**config.mk**
```make
export PLATFORM = sky130hd
export DESIGN_NAME = sine_plasma_pixel_generator
export DESIGN_NICKNAME = d
export VERILOG_FILES = /design/src/rtl/core/spp_pkg.sv /design/src/rtl/core/spp_front.sv /design/src/rtl/core/spp_isqrt.sv /design/src/rtl/core/spp_color.sv /design/src/rtl/core/sine_plasma_pixel_generator.sv
export SDC_FILE = /design/constraint.sdc
export NUM_CORES = 2
export LEC_CHECK = 0
export BUFFER_PORTS_ARGS = -buffer_cell sky130_fd_sc_hd__buf_2
export CORE_ASPECT_RATIO = 0.7
export CORE_MARGIN = 2
export CORE_UTILIZATION = 43
export DETAILED_ROUTE_END_ITERATION = 10
export PLACE_DENSITY = 0.61
export REMOVE_ABC_BUFFERS = 1
export SYNTH_ARGS = -nofsm -noshare
export SYNTH_HDL_FRONTEND = slang
export SYNTH_SLANG_ARGS = --single-unit
```
**constraint.sdc**
```tcl
create_clock -name clk -period 24.4 [get_ports clk]
set_clock_uncertainty 0.2 [all_clocks]
set_input_delay 4.88 -clock clk [delete_from_list [all_inputs] [get_ports clk]]
set_output_delay 4.88 -clock clk [all_outputs]
set_load 0.02 [all_outputs]
```
**src/rtl/core/spp_pkg.sv**
```systemverilog
// Shared types, constants and the sine lookup for the sine plasma pixel generator.
// No dependencies; every other file in rtl/core refers to it by scoped names.
`default_nettype none

package spp_pkg;

    // Radius path: squared distance scaled by 25 needs 18 bits, root needs half that.
    localparam int unsigned ROOT_W     = 9;
    localparam int unsigned LIM_W      = 2 * ROOT_W;
    localparam int unsigned SQRT_REM_W = ROOT_W + 3;
    localparam int unsigned DIST_W     = 13;

    // Sum of three sine terms, then of four (both fit 10 bits signed).
    localparam int unsigned SUM_W = 10;

    localparam logic [7:0]  STEP_X         = 8'd6;
    localparam logic [7:0]  STEP_Y         = 8'd7;
    localparam logic [7:0]  CENTER_TWICE   = 8'd63;
    localparam logic [LIM_W-1:0] RADIUS_SCALE_SQ = LIM_W'(25);

    localparam logic signed [10:0] VALUE_BASE = 11'sd150;
    localparam logic signed [10:0] VALUE_MIN  = 11'sd40;
    localparam logic signed [10:0] VALUE_MAX  = 11'sd255;

    localparam logic [7:0] HUE_SECTOR = 8'd43;
    localparam logic [7:0] REM_SCALE  = 8'd6;
    localparam logic [7:0] FULL_SCALE = 8'd255;

    typedef enum logic [2:0] {
        CFG_PHASE_X      = 3'd0,
        CFG_PHASE_Y      = 3'd1,
        CFG_PHASE_DIAG   = 3'd2,
        CFG_PHASE_RADIAL = 3'd3,
        CFG_HUE_BASE     = 3'd4,
        CFG_BOOST        = 3'd5
    } cfg_index_t;

    typedef enum logic [2:0] {
        REGION_RED_YEL  = 3'd0,
        REGION_YEL_GRN  = 3'd1,
        REGION_GRN_CYN  = 3'd2,
        REGION_CYN_BLU  = 3'd3,
        REGION_BLU_MAG  = 3'd4,
        REGION_MAG_RED  = 3'd5
    } hue_region_t;

    typedef struct packed {
        logic [7:0] phase_x;
        logic [7:0] phase_y;
        logic [7:0] phase_diag;
        logic [7:0] phase_radial;
        logic [7:0] hue_base;
        logic [5:0] brightness_boost;
    } cfg_t;

    typedef struct packed {
        logic                    valid;
        logic [LIM_W-1:0]        lim;
        logic signed [SUM_W-1:0] sum3;
    } front_word_t;

    typedef struct packed {
        logic                    valid;
        logic [ROOT_W-1:0]       root;
        logic signed [SUM_W-1:0] sum3;
    } root_word_t;

    typedef struct packed {
        logic        valid;
        logic [15:0] color;
    } pixel_word_t;

    // First quarter of round(127*sin(2*pi*i/256)), i = 0..64.
    localparam logic [6:0] QUARTER_WAVE [65] = '{
        7'd0,   7'd3,   7'd6,   7'd9,   7'd12,  7'd16,  7'd19,  7'd22,  7'd25,
        7'd28,  7'd31,  7'd34,  7'd37,  7'd40,  7'd43,  7'd46,  7'd49,  7'd51,
        7'd54,  7'd57,  7'd60,  7'd63,  7'd65,  7'd68,  7'd71,  7'd73,  7'd76,
        7'd78,  7'd81,  7'd83,  7'd85,  7'd88,  7'd90,  7'd92,  7'd94,  7'd96,
        7'd98,  7'd100, 7'd102, 7'd104, 7'd106, 7'd107, 7'd109, 7'd111, 7'd112,
        7'd113, 7'd115, 7'd116, 7'd117, 7'd118, 7'd120, 7'd121, 7'd122, 7'd122,
        7'd123, 7'd124, 7'd125, 7'd125, 7'd126, 7'd126, 7'd126, 7'd127, 7'd127,
        7'd127, 7'd127
    };

    // Full signed sine over 256 steps: fold into the quarter table, negate the back half.
    function automatic logic signed [7:0] sine_value(input logic [7:0] idx);
        logic [6:0] k;
        logic [6:0] fold;
        logic [7:0] mag;
        k    = idx[6:0];
        fold = (k <= 7'd64) ? k : 7'(8'd128 - {1'b0, k});
        mag  = {1'b0, QUARTER_WAVE[fold]};
        sine_value = $signed(idx[7] ? 8'(-mag) : mag);
    endfunction

endpackage

`default_nettype wire

```
**src/rtl/core/spp_front.sv**
```systemverilog
// Front stages: centre distance squared and the three coordinate sine terms.
// Depends on spp_pkg.
`default_nettype none

module spp_front (
    input  wire logic                clk,
    input  wire logic                rst_n,
    input  wire logic                advance,
    input  wire logic                in_valid,
    input  wire logic [5:0]          pixel_x,
    input  wire logic [5:0]          pixel_y,
    input  wire spp_pkg::cfg_t       cfg,
    output spp_pkg::front_word_t     front
);

    // Stage A: offsets from centre (doubled), their squares, sine indexes.
    logic signed [7:0]             dx;
    logic signed [7:0]             dy;
    logic signed [15:0]            dx_sq;
    logic signed [15:0]            dy_sq;
    logic [6:0]                    xy_sum;
    logic [spp_pkg::DIST_W-1:0]    dist_next;
    logic [7:0]                    idx_x_next;
    logic [7:0]                    idx_y_next;
    logic [7:0]                    idx_diag_next;

    logic                          a_valid_reg;
    logic [spp_pkg::DIST_W-1:0]    dist_reg;
    logic [7:0]                    idx_x_reg;
    logic [7:0]                    idx_y_reg;
    logic [7:0]                    idx_diag_reg;

    // Stage B: scaled squared radius and partial sine sum.
    logic signed [7:0]             sin_x;
    logic signed [7:0]             sin_y;
    logic signed [7:0]             sin_diag;
    logic [spp_pkg::LIM_W-1:0]     lim_next;
    logic signed [spp_pkg::SUM_W-1:0] sum3_next;

    logic                          b_valid_reg;
    logic [spp_pkg::LIM_W-1:0]     lim_reg;
    logic signed [spp_pkg::SUM_W-1:0] sum3_reg;

    always_comb
    begin
        dx            = $signed({1'b0, pixel_x, 1'b0}) - $signed(spp_pkg::CENTER_TWICE);
        dy            = $signed({1'b0, pixel_y, 1'b0}) - $signed(spp_pkg::CENTER_TWICE);
        dx_sq         = dx * dx;
        dy_sq         = dy * dy;
        dist_next     = spp_pkg::DIST_W'($unsigned(dx_sq) + $unsigned(dy_sq));
        xy_sum        = {1'b0, pixel_x} + {1'b0, pixel_y};
        idx_x_next    = 8'({2'b00, pixel_x} * spp_pkg::STEP_X + cfg.phase_x);
        idx_y_next    = 8'({2'b00, pixel_y} * spp_pkg::STEP_Y + cfg.phase_y);
        idx_diag_next = {xy_sum[5:0], 2'b00} + cfg.phase_diag;
    end

    always_comb
    begin
        sin_x     = spp_pkg::sine_value(idx_x_reg);
        sin_y     = spp_pkg::sine_value(idx_y_reg);
        sin_diag  = spp_pkg::sine_value(idx_diag_reg);
        lim_next  = spp_pkg::LIM_W'({{(spp_pkg::LIM_W - spp_pkg::DIST_W){1'b0}}, dist_reg}
                    * spp_pkg::RADIUS_SCALE_SQ);
        sum3_next = {{2{sin_x[7]}}, sin_x} + {{2{sin_y[7]}}, sin_y}
                    + {{2{sin_diag[7]}}, sin_diag};
    end

    always_ff @(posedge clk or negedge rst_n)
    begin
        if (!rst_n)
        begin
            a_valid_reg <= 1'b0;
            b_valid_reg <= 1'b0;
        end
        else if (advance)
        begin
            a_valid_reg <= in_valid;
            b_valid_reg <= a_valid_reg;
        end
    end

    always_ff @(posedge clk)
    begin
        if (advance)
        begin
            dist_reg     <= dist_next;
            idx_x_reg    <= idx_x_next;
            idx_y_reg    <= idx_y_next;
            idx_diag_reg <= idx_diag_next;
            lim_reg      <= lim_next;
            sum3_reg     <= sum3_next;
        end
    end

    assign front.valid = b_valid_reg;
    assign front.lim   = lim_reg;
    assign front.sum3  = sum3_reg;

endmodule

`default_nettype wire

```
**src/rtl/core/spp_isqrt.sv**
```systemverilog
// Pipelined integer square root, one root bit per stage, partial sine sum carried along.
// Depends on spp_pkg.
`default_nettype none

module spp_isqrt (
    input  wire logic                 clk,
    input  wire logic                 rst_n,
    input  wire logic                 advance,
    input  wire spp_pkg::front_word_t front,
    output spp_pkg::root_word_t       root_word
);

    localparam int unsigned NSTAGE = spp_pkg::ROOT_W;

    logic [NSTAGE-1:0]                  valid_reg;
    logic [spp_pkg::LIM_W-1:0]          num_reg  [NSTAGE];
    logic [spp_pkg::SQRT_REM_W-1:0]     rem_reg  [NSTAGE];
    logic [spp_pkg::ROOT_W-1:0]         root_reg [NSTAGE];
    logic signed [spp_pkg::SUM_W-1:0]   sum3_reg [NSTAGE];

    for (genvar k = 0; k < NSTAGE; k++)
    begin : g_stage
        logic                               src_valid;
        logic [spp_pkg::LIM_W-1:0]          src_num;
        logic [spp_pkg::SQRT_REM_W-1:0]     src_rem;
        logic [spp_pkg::ROOT_W-1:0]         src_root;
        logic signed [spp_pkg::SUM_W-1:0]   src_sum3;
        logic [spp_pkg::SQRT_REM_W-1:0]     rem_shift;
        logic [spp_pkg::SQRT_REM_W-1:0]     trial;
        logic                               fits;
        logic [spp_pkg::SQRT_REM_W-1:0]     rem_next;
        logic [spp_pkg::ROOT_W-1:0]         root_next;
        logic [spp_pkg::LIM_W-1:0]          num_next;

        if (k == 0)
        begin : g_first
            assign src_valid = front.valid;
            assign src_num   = front.lim;
            assign src_rem   = '0;
            assign src_root  = '0;
            assign src_sum3  = front.sum3;
        end
        else
        begin : g_next
            assign src_valid = valid_reg[k-1];
            assign src_num   = num_reg[k-1];
            assign src_rem   = rem_reg[k-1];
            assign src_root  = root_reg[k-1];
            assign src_sum3  = sum3_reg[k-1];
        end

        // Bring down the next two radicand bits and try (4*root + 1).
        always_comb
        begin
            rem_shift = {src_rem[spp_pkg::SQRT_REM_W-3:0],
                         src_num[spp_pkg::LIM_W-1 -: 2]};
            trial     = spp_pkg::SQRT_REM_W'({src_root, 2'b01});
            fits      = (rem_shift >= trial);
            rem_next  = fits ? (rem_shift - trial) : rem_shift;
            root_next = {src_root[spp_pkg::ROOT_W-2:0], fits};
            num_next  = {src_num[spp_pkg::LIM_W-3:0], 2'b00};
        end

        always_ff @(posedge clk or negedge rst_n)
        begin
            if (!rst_n)
            begin
                valid_reg[k] <= 1'b0;
            end
            else if (advance)
            begin
                valid_reg[k] <= src_valid;
            end
        end

        always_ff @(posedge clk)
        begin
            if (advance)
            begin
                num_reg[k]  <= num_next;
                rem_reg[k]  <= rem_next;
                root_reg[k] <= root_next;
                sum3_reg[k] <= src_sum3;
            end
        end
    end

    assign root_word.valid = valid_reg[NSTAGE-1];
    assign root_word.root  = root_reg[NSTAGE-1];
    assign root_word.sum3  = sum3_reg[NSTAGE-1];

endmodule

`default_nettype wire

```
**src/rtl/core/spp_color.sv**
```systemverilog
// Back stages: radial sine term, hue and value, integer HSV to RGB565.
// Depends on spp_pkg.
`default_nettype none

module spp_color (
    input  wire logic                clk,
    input  wire logic                rst_n,
    input  wire logic                advance,
    input  wire spp_pkg::root_word_t root_word,
    input  wire spp_pkg::cfg_t       cfg,
    output spp_pkg::pixel_word_t     pixel
);

    // Stage C: radius rounding, radial sine, full plasma sum.
    logic [spp_pkg::ROOT_W:0]           rad_wide;
    logic [7:0]                         rad_idx;
    logic signed [7:0]                  sin_rad;
    logic signed [spp_pkg::SUM_W-1:0]   sum_next;
    logic                               c_valid_reg;
    logic signed [spp_pkg::SUM_W-1:0]   sum_reg;

    // Stage D: hue and clamped value.
    logic [7:0]                         hue_next;
    logic signed [10:0]                 v_wide;
    logic [7:0]                         v_next;
    logic                               d_valid_reg;
    logic [7:0]                         hue_reg;
    logic [7:0]                         v_d_reg;

    // Stage E: hue region and remainder.
    spp_pkg::hue_region_t               region_next;
    logic [7:0]                         base_next;
    logic [7:0]                         rem_next;
    logic                               e_valid_reg;
    spp_pkg::hue_region_t               region_e_reg;
    logic [7:0]                         rem_reg;
    logic [7:0]                         v_e_reg;

    // Stage F: ramp products.
    logic [15:0]                        q_prod;
    logic [15:0]                        t_prod;
    logic                               f_valid_reg;
    spp_pkg::hue_region_t               region_f_reg;
    logic [7:0]                         v_f_reg;
    logic [7:0]                         q_reg;
    logic [7:0]                         t_reg;

    logic [7:0]                         red;
    logic [7:0]                         green;
    logic [7:0]                         blue;

    always_comb
    begin
        rad_wide = {1'b0, root_word.root} + (spp_pkg::ROOT_W + 1)'(1);
        rad_idx  = rad_wide[8:1] + cfg.phase_radial;
        sin_rad  = spp_pkg::sine_value(rad_idx);
        sum_next = root_word.sum3 + {{2{sin_rad[7]}}, sin_rad};
    end

    // Floor shifts of the sum are plain part-selects of the two's complement word.
    always_comb
    begin
        hue_next = cfg.hue_base + sum_reg[9:2];
        v_wide   = spp_pkg::VALUE_BASE + 11'($signed(sum_reg[9:3]))
                   + $signed({5'b00000, cfg.brightness_boost});
        priority if (v_wide < spp_pkg::VALUE_MIN)
            v_next = 8'(spp_pkg::VALUE_MIN);
        else if (v_wide > spp_pkg::VALUE_MAX)
            v_next = 8'(spp_pkg::VALUE_MAX);
        else
            v_next = v_wide[7:0];
    end

    always_comb
    begin
        priority if (hue_reg < spp_pkg::HUE_SECTOR)
        begin
            region_next = spp_pkg::REGION_RED_YEL;
            base_next   = 8'd0;
        end
        else if (hue_reg < 8'(2 * spp_pkg::HUE_SECTOR))
        begin
            region_next = spp_pkg::REGION_YEL_GRN;
            base_next   = spp_pkg::HUE_SECTOR;
        end
        else if (hue_reg < 8'(3 * spp_pkg::HUE_SECTOR))
        begin
            region_next = spp_pkg::REGION_GRN_CYN;
            base_next   = 8'(2 * spp_pkg::HUE_SECTOR);
        end
        else if (hue_reg < 8'(4 * spp_pkg::HUE_SECTOR))
        begin
            region_next = spp_pkg::REGION_CYN_BLU;
            base_next   = 8'(3 * spp_pkg::HUE_SECTOR);
        end
        else if (hue_reg < 8'(5 * spp_pkg::HUE_SECTOR))
        begin
            region_next = spp_pkg::REGION_BLU_MAG;
            base_next   = 8'(4 * spp_pkg::HUE_SECTOR);
        end
        else
        begin
            region_next = spp_pkg::REGION_MAG_RED;
            base_next   = 8'(5 * spp_pkg::HUE_SECTOR);
        end
        rem_next = 8'((hue_reg - base_next) * spp_pkg::REM_SCALE);
    end

    always_comb
    begin
        q_prod = {8'd0, v_e_reg} * {8'd0, spp_pkg::FULL_SCALE - rem_reg};
        t_prod = {8'd0, v_e_reg} * {8'd0, rem_reg};
    end

    // Pick the channel triple for the region and pack 5:6:5.
    always_comb
    begin
        unique case (region_f_reg)
            spp_pkg::REGION_RED_YEL:
            begin
                red = v_f_reg; green = t_reg;   blue = 8'd0;
            end
            spp_pkg::REGION_YEL_GRN:
            begin
                red = q_reg;   green = v_f_reg; blue = 8'd0;
            end
            spp_pkg::REGION_GRN_CYN:
            begin
                red = 8'd0;    green = v_f_reg; blue = t_reg;
            end
            spp_pkg::REGION_CYN_BLU:
            begin
                red = 8'd0;    green = q_reg;   blue = v_f_reg;
            end
            spp_pkg::REGION_BLU_MAG:
            begin
                red = t_reg;   green = 8'd0;    blue = v_f_reg;
            end
            spp_pkg::REGION_MAG_RED:
            begin
                red = v_f_reg; green = 8'd0;    blue = q_reg;
            end
            default:
            begin
                red = 8'd0;    green = 8'd0;    blue = 8'd0;
            end
        endcase
        pixel.valid = f_valid_reg;
        pixel.color = {red[7:3], green[7:2], blue[7:3]};
    end

    always_ff @(posedge clk or negedge rst_n)
    begin
        if (!rst_n)
        begin
            c_valid_reg <= 1'b0;
            d_valid_reg <= 1'b0;
            e_valid_reg <= 1'b0;
            f_valid_reg <= 1'b0;
        end
        else if (advance)
        begin
            c_valid_reg <= root_word.valid;
            d_valid_reg <= c_valid_reg;
            e_valid_reg <= d_valid_reg;
            f_valid_reg <= e_valid_reg;
        end
    end

    always_ff @(posedge clk)
    begin
        if (advance)
        begin
            sum_reg      <= sum_next;
            hue_reg      <= hue_next;
            v_d_reg      <= v_next;
            region_e_reg <= region_next;
            rem_reg      <= rem_next;
            v_e_reg      <= v_d_reg;
            region_f_reg <= region_e_reg;
            v_f_reg      <= v_e_reg;
            q_reg        <= q_prod[15:8];
            t_reg        <= t_prod[15:8];
        end
    end

endmodule

`default_nettype wire

```
**src/rtl/core/sine_plasma_pixel_generator.sv**
```systemverilog
// Sine plasma pixel generator: 64x64 coordinate in, RGB565 plasma color out.
// Top level; depends on spp_pkg, spp_front, spp_isqrt and spp_color.
//
// Usage:
//   - Input channel (in_valid / in_stall, pixel_x, pixel_y): one word per pixel.
//     A word is taken on a clock edge with in_valid high and in_stall low.
//   - Output channel (out_valid / out_stall, pixel_color): one RGB565 word per
//     input word, in order. The receiver holds out_stall high to hold a word.
//   - Config channel (cfg_valid / cfg_ready, cfg_index, cfg_data): writes one of
//     phase_x, phase_y, phase_diag, phase_radial, hue_base, brightness_boost.
//     cfg_ready is always high. Write only while no pixel is in flight.
//   - Throughput: one pixel per clock while in_stall is low. Pipeline depth from
//     the accepting edge to pixel_color showing at the output: the nine-stage
//     square root of the centre distance sets most of that depth.
//   - Reset (rst_n low, asynchronous): clears all valid bits, including those of
//     the output and skid registers, and every config register to zero.
//   - Stall: a two-entry output buffer absorbs the word leaving the pipeline;
//     once its skid entry fills, in_stall rises and the whole pipeline holds
//     until the receiver drains it. in_stall is a register output.
`default_nettype none

module sine_plasma_pixel_generator (
    input  wire logic        clk,
    input  wire logic        rst_n,

    input  wire logic        in_valid,
    output logic             in_stall,
    input  wire logic [5:0]  pixel_x,
    input  wire logic [5:0]  pixel_y,

    output logic             out_valid,
    input  wire logic        out_stall,
    output logic [15:0]      pixel_color,

    input  wire logic        cfg_valid,
    output logic             cfg_ready,
    input  wire logic [2:0]  cfg_index,
    input  wire logic [7:0]  cfg_data
);

    spp_pkg::cfg_t        cfg_reg;
    spp_pkg::cfg_t        cfg_next;

    logic                 advance;
    spp_pkg::front_word_t front;
    spp_pkg::root_word_t  root_word;
    spp_pkg::pixel_word_t pixel;

    logic                 take;
    logic                 out_valid_reg;
    logic                 out_valid_next;
    logic [15:0]          out_color_reg;
    logic [15:0]          out_color_next;
    logic                 skid_valid_reg;
    logic                 skid_valid_next;
    logic [15:0]          skid_color_reg;
    logic [15:0]          skid_color_next;

    // Config register file; decode the index, drop writes to unknown indexes.
    always_comb
    begin
        cfg_next = cfg_reg;
        if (cfg_valid)
        begin
            unique case (spp_pkg::cfg_index_t'(cfg_index))
                spp_pkg::CFG_PHASE_X:      cfg_next.phase_x          = cfg_data;
                spp_pkg::CFG_PHASE_Y:      cfg_next.phase_y          = cfg_data;
                spp_pkg::CFG_PHASE_DIAG:   cfg_next.phase_diag       = cfg_data;
                spp_pkg::CFG_PHASE_RADIAL: cfg_next.phase_radial     = cfg_data;
                spp_pkg::CFG_HUE_BASE:     cfg_next.hue_base         = cfg_data;
                spp_pkg::CFG_BOOST:        cfg_next.brightness_boost = cfg_data[5:0];
                default:                   cfg_next = cfg_reg;
            endcase
        end
    end

    always_ff @(posedge clk or negedge rst_n)
    begin
        if (!rst_n)
        begin
            cfg_reg <= '0;
        end
        else
        begin
            cfg_reg <= cfg_next;
        end
    end

    assign cfg_ready = 1'b1;

    // The pipeline moves whenever the skid entry is free; every word leaving it
    // then lands in either the output or the skid register.
    assign advance  = !skid_valid_reg;
    assign in_stall = skid_valid_reg;

    spp_front u_front (
        .clk      (clk),
        .rst_n    (rst_n),
        .advance  (advance),
        .in_valid (in_valid),
        .pixel_x  (pixel_x),
        .pixel_y  (pixel_y),
        .cfg      (cfg_reg),
        .front    (front)
    );

    spp_isqrt u_isqrt (
        .clk       (clk),
        .rst_n     (rst_n),
        .advance   (advance),
        .front     (front),
        .root_word (root_word)
    );

    spp_color u_color (
        .clk       (clk),
        .rst_n     (rst_n),
        .advance   (advance),
        .root_word (root_word),
        .cfg       (cfg_reg),
        .pixel     (pixel)
    );

    // Output register plus skid entry.
    always_comb
    begin
        take            = out_valid_reg && !out_stall;
        out_valid_next  = out_valid_reg;
        out_color_next  = out_color_reg;
        skid_valid_next = skid_valid_reg;
        skid_color_next = skid_color_reg;
        priority if (skid_valid_reg)
        begin
            // Pipeline is held; refill the output from the skid once taken.
            if (take)
            begin
                out_color_next  = skid_color_reg;
                skid_valid_next = 1'b0;
            end
        end
        else if (pixel.valid)
        begin
            if (!out_valid_reg || take)
            begin
                out_valid_next = 1'b1;
                out_color_next = pixel.color;
            end
            else
            begin
                skid_valid_next = 1'b1;
                skid_color_next = pixel.color;
            end
        end
        else if (take)
        begin
            out_valid_next = 1'b0;
        end
    end

    always_ff @(posedge clk or negedge rst_n)
    begin
        if (!rst_n)
        begin
            out_valid_reg  <= 1'b0;
            skid_valid_reg <= 1'b0;
        end
        else
        begin
            out_valid_reg  <= out_valid_next;
            skid_valid_reg <= skid_valid_next;
        end
    end

    always_ff @(posedge clk)
    begin
        out_color_reg  <= out_color_next;
        skid_color_reg <= skid_color_next;
    end

    assign out_valid   = out_valid_reg;
    assign pixel_color = out_color_reg;

endmodule

`default_nettype wire
```
[After elaboration in Yosys (flattened, before gate mapping)]
Memories as Yosys holds them, arrays and structs flattened.
Cells that the tools add are included.
W data, S select, Z words.
Word-level totals
  memory bits (writable): 423
  bits in read-only memories: 3584
  memories: 8
  word-level logic and storage cells: 210
  bits in registers: 231
  bits of input ports: 28
Memories
  (name not given): depth 128, width 7, rd ports 1, clocked after memory_dff 0, write ports 0, line spp_pkg.sv:92  | mag = {1'b0, QUARTER_WAVE[fold]};
  (name not given): depth 128, width 7, rd ports 1, clocked after memory_dff 0, write ports 0, line spp_pkg.sv:92
  (name not given): depth 128, width 7, rd ports 1, clocked after memory_dff 0, write ports 0, line spp_pkg.sv:92
  (name not given): depth 128, width 7, rd ports 1, clocked after memory_dff 0, write ports 0, line spp_pkg.sv:92
  u_isqrt.num_reg: depth 9, width 16, rd ports 8, clocked after memory_dff 0, write ports 9, line spp_isqrt.sv:16  | logic [spp_pkg::LIM_W-1:0] num_reg [NSTAGE];
  u_isqrt.rem_reg: depth 9, width 12, rd ports 8, clocked after memory_dff 0, write ports 9, line spp_isqrt.sv:17  | logic [spp_pkg::SQRT_REM_W-1:0] rem_reg [NSTAGE];
  2 more memories
Operators by class
  multiplexer cells: 50
  bitwise operators: 6
  reduce and logical (&&, ||, !) cells: 24
  multiply operators: 8
  add/subtract/negate cells: 34
  equality and inequality tests: 12
  magnitude comparators: 24
Operators with widths (number)
  $mux W12: 9
  $ge A12 B11 Y1: 8
  $sub A12 B11 Y12: 8
  $mux W7: 13
  $mux W8: 9
  $pmux W8 S3: 3
  $mux W16: 4
  $add A8 B8 Y8: 5
  $ge A8 B8 Y1 const B: 4
  $neg A7 Y8: 4
  $not A7 Y8: 4
  $le A7 B7 Y1 const B: 4
  $sub A1 B7 Y7 const A: 4
  $mul A8 B8 Y13: 2
  $lt A8 B8 Y1 const B: 3
  $add A10 B10 Y10: 2
  $mul A13 B5 Y18 const B: 1
  $mul A8 B8 Y16: 1
  $sub A7 B6 Y8 const B: 2
  $mul A8 B7 Y15: 1
  $add A13 B13 Y13: 1
  $eq A3 B2 Y1 const B: 4
  $eq A3 B3 Y1 const B: 4
  $reduce_and A2 Y1: 6
  29 further kinds: 52

[Logic depth before layout (Yosys ltp)]
An unclocked memory read counts as a cell.
  word-level depth: 12
  mapped depth: 32

[Hierarchy]
From an unflattened synthesis, not the netlist that was laid out.
Unflattened totals
  cells, all modules: 3154
  area total of the unflattened synthesis: 35669.2 sq um
Modules (own cells, without submodules)
  spp_isqrt: cells an instance 720, area an instance 11690.0 sq um, times used 1
  spp_front: cells an instance 1293, area an instance 11658.7 sq um, times used 1
  spp_color: cells an instance 974, area an instance 9298.9 sq um, times used 1
  sine_plasma_pixel_generator: cells an instance 167, area an instance 3021.6 sq um, times used 1

[Worst setup path after synthesis]
OpenSTA, ideal clock, no wires.
  path type: register -> register
  from: register skid_valid_reg, in the netlist in_stall
  to: register out_color_reg[0], in the netlist pixel_color[0], enable pin
  arrival time: 14103 ps
  setup slack: 9683 ps
  data required time: 23786 ps
  cell stages (with the launch flop): 6
  buffers on the path: 2
  library setup time: 414 ps
  path through: dfrtp_1 > clkbuf_1 > inv_2 > buf_1 > nand2_1 > a21boi_0
Between the ends
  longest elaborated chain between the ends: 2
Ends and longest elaborated chain
  start: declaration: line sine_plasma_pixel_generator.sv:54  | logic skid_valid_reg;
  start signal: assignment: line sine_plasma_pixel_generator.sv:170  | skid_valid_reg <= skid_valid_next;
  $ne A2 B2 Y1 (no source line) or $reduce_bool A2 Y1 (tied branches)
  $reduce_and A3 Y1 (no source line) (*)
  end signal: assignment: line sine_plasma_pixel_generator.sv:176  | out_color_reg <= out_color_next;
  end: declaration: line sine_plasma_pixel_generator.sv:52  | logic [15:0] out_color_reg;
Mark *: on every way between the ends. The rest lies on a longest branch, timed or not.
A chain may end at the register's enable or synchronous reset.

[Worst setup path after layout]
  from: input port pixel_x[5]
  to: register u_front.dist_reg[12] (netlist name), data pin
Between the ends
  longest elaborated chain between the ends: 3
Ends and longest elaborated chain
  start: declaration: line sine_plasma_pixel_generator.sv:28  | input wire logic [5:0] pixel_x,
  $sub A7 B6 Y8: line spp_front.sv:46  | dx = $signed({1'b0, pixel_x, 1'b0}) - $signed(spp_pkg::CENTER_TWICE);
  $mul A8 B8 Y13: line spp_front.sv:48  | dx_sq = dx * dx;
  $add A13 B13 Y13: line spp_front.sv:50  | dist_next = spp_pkg::DIST_W'($unsigned(dx_sq) + $unsigned(dy_sq));
  named net u_front.dist_next, one bit: line spp_front.sv:22  | logic [spp_pkg::DIST_W-1:0] dist_next;
  end signal: assignment: line spp_front.sv:86  | dist_reg <= dist_next;
  end: declaration: line spp_front.sv:28  | logic [spp_pkg::DIST_W-1:0] dist_reg;
The timed path passes the listed nets, and every way through them passes these cells.

==> flow_summary.toml <==
[die]
coreArea_sq_um = 76890
initial_core_util_pct = 43.48
pin_count = 47
fp.dieH_um = 237.3
die_x_um = 337.3
rows = 85
dieArea_sq_um = 80030

[finish]
area_growth_syn_to_layout_pct = 9.012
fill_cells = 6913
largest_reg_flops = 90
diodes = 0
mostFrequentLayoutCells = "edfxtp_1 (420), inv_1 (366), ha_1 (322)"
drive_gt1_share_pct = 8.881
layout_commonest_cell = "edfxtp_1"
final_net_count = 3552

[sta]
period_share_pct = 41.02
setup_violations = 0
finalHoldViolations = 0
finalSetupTns_ps = 0
rsz0062_at_grt = "false"
maxSlewViolCount = 0
fin_crit_ps = 10010
fmax_mhz = 99.92
tightest_slew_ps = 1191
slew_headroom_pct = 20.04

[clock_network]
cts_hold_buf = 0
ctsResizeCount = 0
clkLatencyLatePin_ps = 590
cts_setup_buffers = 0
cts_tree = "yes"
h-tree-depth = 2
cts_root_buffer = "clkbuf_16"
cts_buffers = 49
cts_max_path_buffers = 3
cts_sinks = 483
clk_pin_slew_ps = 60

[yosys]
ys_warn_count = 0
syn_inst = 2998
synth_async_sr_flop_share_pct = 13.04
netlist_area_sq_um = 33430
synth-seq-cells = 483
seq_area_frac_synth_pct = 42.44
yosys.area.top_type = "edfxtp_1"
synth.avg_cell_area_sq_um = 11.15
synthDominantCellAreaShare_pct = 37.72
ys_top_cells_by_area = "edfxtp_1 (38%), ha_1 (12%), fa_1 (9.9%), dfrtp_1 (4.7%), xnor2_1 (4.2%)"
ys.flop_type = "edfxtp_1"
synth_edf_count = 420
ys_types = 93

[global_routing]
antenna_found_initial = 2
busiest_layer = "met2"
use_met3_pct = 2.113
grt_max_degree = 120
grt_pass1_vias = 21850
grt_pass1_wl_um = 112000
track_usage_pct = 17.09
grtUsageMet2_pct = 27.02
gr-usage-met1_pct = 25.25
grt_remaining_overflow = 0

[run]
drv_cap = 0

[route]
vias = 21640
route.detailed.drc = 0
dr.pass1.iters = 5
first_iter_violations = 1638
wire_per_inst_um = 16.19
postRouteAntennaNets = 0
totalWireLength_um = 66680
viasPerCell = 5.256

[setup_path]
cp.arrival_ps = 10160
worstSetupPathType = "in2reg"
cp-end-kind = "flop"
start_kind = "input pin"
crit_fanout = 11
required_ps = 24550
ff2ff_setup_slack_ps = 16850

[placed_design]
io_buffers = 45
dp_hpwl_um = 49430
gp_congestion = 0.8764

[worst_hold_path]
hold_class = "reg2reg"

[status]
outcome = "complete, no violations"
[cells by family after synthesis]
group           after synthesis  synth area share (%)
simple gates                652                 9.543
compound gates              592                 11.50
fa+ha+maj                   488                 21.99
flops                       483                 42.44
buf+inv                     452                 5.135
xor+xnor                    226                 5.943
mux                         103                 3.421
other cells                   2               0.02246
[worst max-delay path, stage by stage]
cell and delay [ps]:
buf_2 200, inv_1 320, nand2_1 230, fa_1 570, inv_1 70, fa_1 540, inv_1 50, fa_1 510
fa_1 440, fa_1 550, inv_1 50, fa_1 470, ha_1 340, a21oi_1 220, o21bai_1 100, a21oi_1 250
o21bai_1 100, a21oi_1 190, xnor2_1 80
[through the flow]
stage	instances	utilization, %	instance area [sq um]	hold WS [ps]	worst slack (ps)
floorplan	2916	-	33100	200.3	14370
global placement	4029	45.29	34820	201.0	13760
detailed placement	4029	45.29	34820	204.5	13720
CTS	4118	47.40	36450	205.2	14390
global route	4118	47.40	36450	213.2	14010
finish	4118	47.40	36450	214.3	14390
[path summary, 6_finish.rpt]
check / startpoint / to / cells after the start
worst max-delay path: pixel_x[5] / u_front.dist_reg[12]$_DFFE_PN_ / 19
worst min-delay path: u_isqrt.sum3_reg[0][48]$_DFFE_PN_ / u_isqrt.sum3_reg[0][58]$_DFFE_PN_ / 0
worst max register to register: u_isqrt.root_reg[0][72]$_DFFE_PN_ / u_color.sum_reg[8]$_DFFE_PN_ / 27
worst min register to register: u_isqrt.sum3_reg[0][48]$_DFFE_PN_ / u_isqrt.sum3_reg[0][58]$_DFFE_PN_ / 0
max in group asynchronous: rst_n / cfg_reg[30]$_DFFE_PN0P_ / 2
min in group asynchronous: rst_n / u_front.a_valid_reg$_DFFE_PN0N_ / 2
[area by class of cell]
| type | count | area (sq um) | share of cell area, % |
|---|---|---|---|
| timing repair buffer | 69 | 405.4 | 1.112 |
| sequential | 483 | 14190 | 38.93 |
| clock inverter | 34 | 372.9 | 1.023 |
| multi-input combinational | 2063 | 17530 | 48.09 |
| clock buffer | 55 | 1249 | 3.426 |
| inverter | 370 | 1396 | 3.831 |
| tap | 1044 | 1306 | 3.584 |
[cells in the mapped netlist (all sizes together), types with 42 or more instances]
cell type	count
nand2b	54
a21oi	186
a21o	57
clkbuf	73
mux2	87
dfrtp	63
fa	166
a211oi	42
nor2	183
nand2	152
inv	368
xnor2	160
ha	322
xor2	66
nor2b	64
o21ai	110
edfxtp	420
nor3	52
[per-layer routing]
layer,vias up,share of wire (%)
li1,10590,-
met1,10580,50
met2,401,45
met3,72,4.0
met4,0,1.4
met5,-,0
Power is left out: the tool's default activity adds up to more than one toggle a clock period on the data nets, which glitch-free logic cannot reach.
